--- config.mk ---
export PLATFORM = sky130hd
export DESIGN_NAME = fba_ctrl
export DESIGN_NICKNAME = d
export VERILOG_FILES = /design/src/hw/rtl/fba_pkg.sv /design/src/hw/rtl/fba_ctrl.sv
export SDC_FILE = /design/constraint.sdc
export NUM_CORES = 1
export LEC_CHECK = 0
export CORE_AREA = 3 3 40 42
export CTS_CLUSTER_DIAMETER = 50
export DETAILED_ROUTE_END_ITERATION = 16
export DIE_AREA = 0 0 43 45
export DONT_BUFFER_PORTS = 1
export PLACE_DENSITY = 0.43
export SYNTH_ARGS = -nofsm -noshare
export SYNTH_HDL_FRONTEND = slang
export SYNTH_SLANG_ARGS = --single-unit
--- constraint.sdc ---
create_clock -name clk -period 1.6 [get_ports clk]
set_clock_uncertainty 0.15 [all_clocks]
set_input_delay 0.48 -clock clk [delete_from_list [all_inputs] [get_ports clk]]
set_output_delay 0.48 -clock clk [all_outputs]
set_load 0.01 [all_outputs]
--- src/hw/rtl/fba_pkg.sv ---
// Shared types, codes and constants of the FAT block allocator.
`default_nettype none

package fba_pkg;

  // Table geometry default
  localparam int NUM_BLOCKS_DEF = 1024;

  // Field widths
  localparam int OPCODE_W = 2;
  localparam int INDEX_W  = 10;
  localparam int ENTRY_W  = 16;
  localparam int STATUS_W = 2;
  localparam int FSB_W    = 10;

  // Configuration port
  localparam int CFG_DATA_W  = 32;
  localparam int CFG_ADDR_W  = 3;
  localparam logic CFG_FSB_WORD = 1'b0;
  localparam logic [FSB_W-1:0] SEARCH_RESET = 10'd6;

  // Operation codes
  localparam logic [OPCODE_W-1:0] OP_ALLOC = 2'd0;
  localparam logic [OPCODE_W-1:0] OP_SET   = 2'd1;
  localparam logic [OPCODE_W-1:0] OP_GET   = 2'd2;
  localparam logic [OPCODE_W-1:0] OP_FREE  = 2'd3;

  // Result status codes
  localparam logic [STATUS_W-1:0] ST_OK     = 2'd0;
  localparam logic [STATUS_W-1:0] ST_NOFREE = 2'd1;
  localparam logic [STATUS_W-1:0] ST_RANGE  = 2'd2;

  // Table entry markers
  localparam logic [ENTRY_W-1:0] ENTRY_FREE = 16'h0000;
  localparam logic [ENTRY_W-1:0] ENTRY_END  = 16'hFFFF;

  // Controller to datapath commands
  typedef struct packed {
    logic clear;  // clear one table entry
    logic load;   // capture the input transaction
    logic exec;   // first work cycle of an item
    logic scan;   // free-entry search cycle
    logic walk;   // chain free cycle
    logic emit;   // move result into output register
  } fba_cmd_t;

  // Datapath to controller status
  typedef struct packed {
    logic fin;       // result captured this cycle
    logic is_alloc;  // captured item is an allocate
    logic clr_last;  // last entry of the clearing pass
  } fba_sts_t;

endpackage

`default_nettype wire

--- src/hw/rtl/fba_ctrl.sv ---
// Controller state machine of the FAT block allocator.
`default_nettype none

module fba_ctrl (
  input  wire logic              clk,
  input  wire logic              rst_n,
  input  wire logic              in_tvalid,
  output logic                   in_tready,
  output logic                   out_tvalid,
  input  wire logic              out_tready,
  output fba_pkg::fba_cmd_t      cmd,
  input  wire fba_pkg::fba_sts_t sts
);
  import fba_pkg::*;

  localparam logic [2:0] ST_CLEAR = 3'd0;
  localparam logic [2:0] ST_IDLE  = 3'd1;
  localparam logic [2:0] ST_EXEC  = 3'd2;
  localparam logic [2:0] ST_SCAN  = 3'd3;
  localparam logic [2:0] ST_WALK  = 3'd4;
  localparam logic [2:0] ST_FIN   = 3'd5;

  logic [2:0] state_r, state_nxt;
  logic       out_vld_r, out_vld_nxt;
  logic       emit;

  assign in_tready  = (state_r == ST_IDLE);
  assign out_tvalid = out_vld_r;
  assign emit       = (state_r == ST_FIN) && (!out_vld_r || out_tready);

  // Commands
  always_comb begin
    cmd       = '0;
    cmd.clear = (state_r == ST_CLEAR);
    cmd.load  = in_tvalid && in_tready;
    cmd.exec  = (state_r == ST_EXEC);
    cmd.scan  = (state_r == ST_SCAN);
    cmd.walk  = (state_r == ST_WALK);
    cmd.emit  = emit;
  end

  // Next state
  always_comb begin
    state_nxt = state_r;
    unique case (state_r)
      ST_CLEAR: if (sts.clr_last) state_nxt = ST_IDLE;
      ST_IDLE:  if (in_tvalid) state_nxt = ST_EXEC;
      ST_EXEC: begin
        if (sts.fin) begin
          state_nxt = ST_FIN;
        end else if (sts.is_alloc) begin
          state_nxt = ST_SCAN;
        end else begin
          state_nxt = ST_WALK;
        end
      end
      ST_SCAN, ST_WALK: if (sts.fin) state_nxt = ST_FIN;
      ST_FIN:  if (emit) state_nxt = ST_IDLE;
      default: state_nxt = ST_IDLE;
    endcase
  end

  // Output valid
  always_comb begin
    out_vld_nxt = out_vld_r;
    if (emit) begin
      out_vld_nxt = 1'b1;
    end else if (out_tready) begin
      out_vld_nxt = 1'b0;
    end
  end

  always_ff @(posedge clk) begin
    if (!rst_n) begin
      state_r   <= ST_CLEAR;
      out_vld_r <= 1'b0;
    end else begin
      state_r   <= state_nxt;
      out_vld_r <= out_vld_nxt;
    end
  end

  // Datapath reports a result only while an item is at work
  a_fin_busy: assert property (@(posedge clk) disable iff (!rst_n)
    sts.fin |-> (state_r == ST_EXEC || state_r == ST_SCAN || state_r == ST_WALK))
    else $error("result reported outside work states");

  // A waiting result is never overwritten
  a_no_overrun: assert property (@(posedge clk) disable iff (!rst_n)
    (out_vld_r && !out_tready) |-> !emit)
    else $error("output register overwritten while stalled");

  // An accepted transaction starts work on the next cycle
  a_accept_exec: assert property (@(posedge clk) disable iff (!rst_n)
    cmd.load |=> (state_r == ST_EXEC))
    else $error("accepted transaction did not start");

endmodule

`default_nettype wire

==> results_tabular.tex <==
\begin{tabular}{lr}
\hline
Metric & Value \\
\hline
\multicolumn{2}{l}{\textbf{Status}} \\
Outcome & finished with violations \\
Violated checks & setup timing \\
\multicolumn{2}{l}{\textbf{Placement}} \\
Count of buffers inserted at the top-level ports & 0 \\
Placement Cell Area & approximately 330 um2 \\
Routability Congestion & 0.705 \\
HPWL after detailed placement & between 500 and 600 um \\
\multicolumn{2}{l}{\textbf{Hold path}} \\
Hold Path Origin & rst\_n \\
Cell depth of the worst hold path & 1 \\
Worst Hold End & state\_r[0] \\
Hold/Removal Path Class & input port to flip-flop \\
\multicolumn{2}{l}{\textbf{Worst setup path}} \\
Slowest stage delay, CP & $\sim$0.42 ns \\
Cell with the largest stage delay on the worst path & sky130\_fd\_sc\_hd\_\_or3b\_4 \\
Critical path launch point type & flip-flop \\
Crit Reg-Reg Startpoint & state\_r[0] \\
R2R depth & 5 \\
Flop2flop setup slack & 0 ns \\
Highest fanout seen on the critical path & 7 \\
Data arrival at the endpoint of the critical path & 1.08 ns \\
Kind of critical path & flip-flop to output pin \\
Critical register-to-register path endpoint & state\_r[0] \\
Worst Path Required & slightly below 1 ns \\
Endpoint class of the critical path & output pin \\
Cell chain of the critical path & or3b\_4, inv\_4 \\
\multicolumn{2}{l}{\textbf{Yosys}} \\
Sequential cell area fraction in the yosys report & 0.260 \\
Flops \& latches, synth & 4 \\
Warnings, synthesis & 0 \\
Synth Area per Inst & $\sim$7.7 um2 \\
Cells after Synth & 40 \\
Leading register cell type out of synthesis & sky130\_fd\_sc\_hd\_\_dfxtp\_1 \\
Post-synthesis cell area & $\sim$310 um2 \\
Number of distinct library cells after synthesis & 26 \\
Fraction of registers with async set or reset after synthesis & 0 \\
Number of synthesized flops with an enable pin & 0 \\
Syn nets & between 40 and 50 \\
\multicolumn{2}{l}{\textbf{Final layout}} \\
Net count, final & a little under 60 \\
Antenna cell count & 0 \\
Proportion of layout cells with a drive suffix above 1 & 0.600 \\
Area growth syn-to-layout & 54.5\% \\
Finished Cell Area & about 480 um2 \\
Utilization after layout & 0.370 \\
\multicolumn{2}{l}{\textbf{Floorplanning}} \\
Initial Util & 0.240 \\
Y dimension of the die & between 40 and 50 um \\
Core Footprint & 1280 um2 \\
Number of placement rows & 13 \\
Die Area & between 1500 and 2000 um2 \\
Ports & 15 \\
Die Width & 43 um \\
\multicolumn{2}{l}{\textbf{Global routing}} \\
Antenna violations before repair & 0 \\
Pin count of the biggest net entering global routing & 9 \\
Vias in the first global route & 324 \\
First-pass GRT wire length & about 1.4 mm \\
All-layer global routing usage & 0.0981 \\
Total congestion overflow after global routing & 0 \\
\multicolumn{2}{l}{\textbf{STA}} \\
Max Clk Rate & roughly 580 MHz \\
Final critical-path share of the clock period & 1.07 \\
Final Worst Setup Slack & -0.111 ns \\
Final min period & about 1.7 ns \\
Final hold viol count & 0 \\
Tightest Pin Transition & between 0.2 and 0.25 ns \\
Number of max-slew violations in the final report & 0 \\
Final hold slack & 0.235 ns \\
Worst slew margin relative to its limit & 0.845 \\
RSZ-0062 raised after global routing & true \\
Final setup violation count & 5 \\
\multicolumn{2}{l}{\textbf{Power and ir drop}} \\
Leakage power & around 0.00019 uW \\
Total power divided by cell area & approximately 800 nW/um2 \\
Worst ir drop on vdd & 401 uV \\
\multicolumn{2}{l}{\textbf{Clock tree}} \\
Number of H-tree levels & 1 \\
Hold buffer count at cts & 0 \\
Number of buffers inserted during clock tree synthesis & 3 \\
Clock transition at the registers of the reported paths & $\sim$0.04 ns \\
Later-pin clock latency in the skew report & 0.23 ns \\
Buffer depth of the longest clock path & 2 \\
Clock tree root buffer cell & sky130\_fd\_sc\_hd\_\_clkbuf\_4 \\
TritonCTS clock tree & yes \\
TritonCTS sink count & 4 \\
\multicolumn{2}{l}{\textbf{Detailed routing}} \\
Via count & between 300 and 400 \\
Routed wirelength normalized by instance count & roughly 12 um \\
Initial detailed-routing violation count & 5 \\
Detailed Routing Iterations Pass 1 & 2 \\
Aggregate routed wire length & 788 um \\
DRC violation count after routing & 0 \\
Remaining antenna violation count after routing & 0 \\
Drt via density & around 4.8 \\
\multicolumn{2}{l}{\textbf{Job}} \\
Max-cap violations & 0 \\
\hline
\end{tabular}
-- area by class of cell --
cell class / count / area (um2)
Tap cell: 15 / 18.8
Multi-Input combinational cell: 29 / 235
Timing Repair Buffer: 10 / 90.1
Inverter: 4 / 20.0
Fill cell: 146 / 810
Sequential cell: 4 / 88.8
Clock buffer: 3 / 22.5
-- worst max-delay path: cells and delay by family, from the launching register on --
| kind | cells | cell delay (ns) |
|---|---|---|
| flip-flops | 1 | 0.35 |
| buffers and inverters | 1 | 0.08 |
| AND/OR/NAND/NOR | 1 | 0.42 |
-- cell families after synthesis --
kind of cell,share of synthesized area
simple gates,0.337
buf+inv,0.126
mux,0.0325
compound gates,0.244
flops,0.260
-- sequential cells by signal, indices dropped and copies added, names as in the netlist --
register / cells
state_r: 3
out_tvalid: 1
-- synth_stat cells (all sizes together), types with 2 or more instances --
cell	number	share of area
nand2b	3	0.061
nor2	4	0.049
buf	3	0.077
inv	4	0.049
dfxtp	4	0.26
nand2	2	0.024
o21ai	3	0.061
a21oi	3	0.073
-- routing by layer --
metal  vias up  part of all wire  global-route usage
li1        158                 -                   -
met1       147              0.38               0.108
met2         4              0.58               0.162
met3         0             0.037              0.0279
met4         0                 0              0.0723
met5         -                 0                   0
-- power breakdown --
part	switching (uW)	leakage (uW)	internal (uW)
clock	39.5	0.0000138	83.8
sequential	12.0	0.0000344	109
combinational	62.4	0.000141	74.8
total	114	0.000189	267
-- metrics by stage --
step	TNS, ns	worst slack, ns	cells	total power [uW]
after floorplan	0	0.0757	40	184
after global placement	0	0.0720	56	207
after detailed placement	0	0.0725	56	206
after CTS	-0.363	-0.113	62	354
after global routing	-0.653	-0.150	65	412
final	-0.247	-0.111	65	381
-- worst max-delay path by stage --
stage                          start  slack [ns]     end
after floorplan           out_tready        0.08  cmd[0]
after global placement    state_r[0]        0.07  cmd[1]
after detailed placement  state_r[0]        0.07  cmd[1]
after CTS                 state_r[1]       -0.11  cmd[1]
after global routing      state_r[2]       -0.15  cmd[3]
final                     state_r[0]       -0.11  cmd[1]
-- cells in the final DEF (no fill, tap or decap) --
cell type                  n
sky130_fd_sc_hd__inv_2     1
sky130_fd_sc_hd__nand3b_1  1
sky130_fd_sc_hd__nand3_1   1
sky130_fd_sc_hd__inv_4     2
sky130_fd_sc_hd__nor2_1    1
sky130_fd_sc_hd__dfxtp_4   2
sky130_fd_sc_hd__nor3b_1   1
sky130_fd_sc_hd__o21ai_0   2
sky130_fd_sc_hd__buf_6     4
sky130_fd_sc_hd__dfxtp_1   1
sky130_fd_sc_hd__a21oi_2   2
sky130_fd_sc_hd__o221a_1   1
sky130_fd_sc_hd__a21oi_1   1
sky130_fd_sc_hd__nor2_2    1
sky130_fd_sc_hd__nor2b_2   1
sky130_fd_sc_hd__nand2b_4  2
sky130_fd_sc_hd__nor3_4    1
sky130_fd_sc_hd__inv_1     1
sky130_fd_sc_hd__nand2_1   2
sky130_fd_sc_hd__buf_4     6
sky130_fd_sc_hd__or2b_1    1
sky130_fd_sc_hd__a31oi_1   1
sky130_fd_sc_hd__dfxtp_2   1
sky130_fd_sc_hd__a21boi_0  1
sky130_fd_sc_hd__nor4_1    1
sky130_fd_sc_hd__nor2_4    2
sky130_fd_sc_hd__or3_1     1
sky130_fd_sc_hd__o21ai_2   1
sky130_fd_sc_hd__or3b_4    1
sky130_fd_sc_hd__clkbuf_4  3
sky130_fd_sc_hd__nand2b_1  1
sky130_fd_sc_hd__a32oi_1   1
sky130_fd_sc_hd__mux2i_1   1
-- repair_timing --
item / CTS / global route
buffers inserted: 3 / 3
gates resized for setup: 13 / 11
endpoints found under the hold margin: 0 / 0
pin swaps: 2 / 3
endpoints found under the setup margin: 7 / 8
cloned: 0 / 0
No activity file was read; power rests on OpenSTA's default activity.
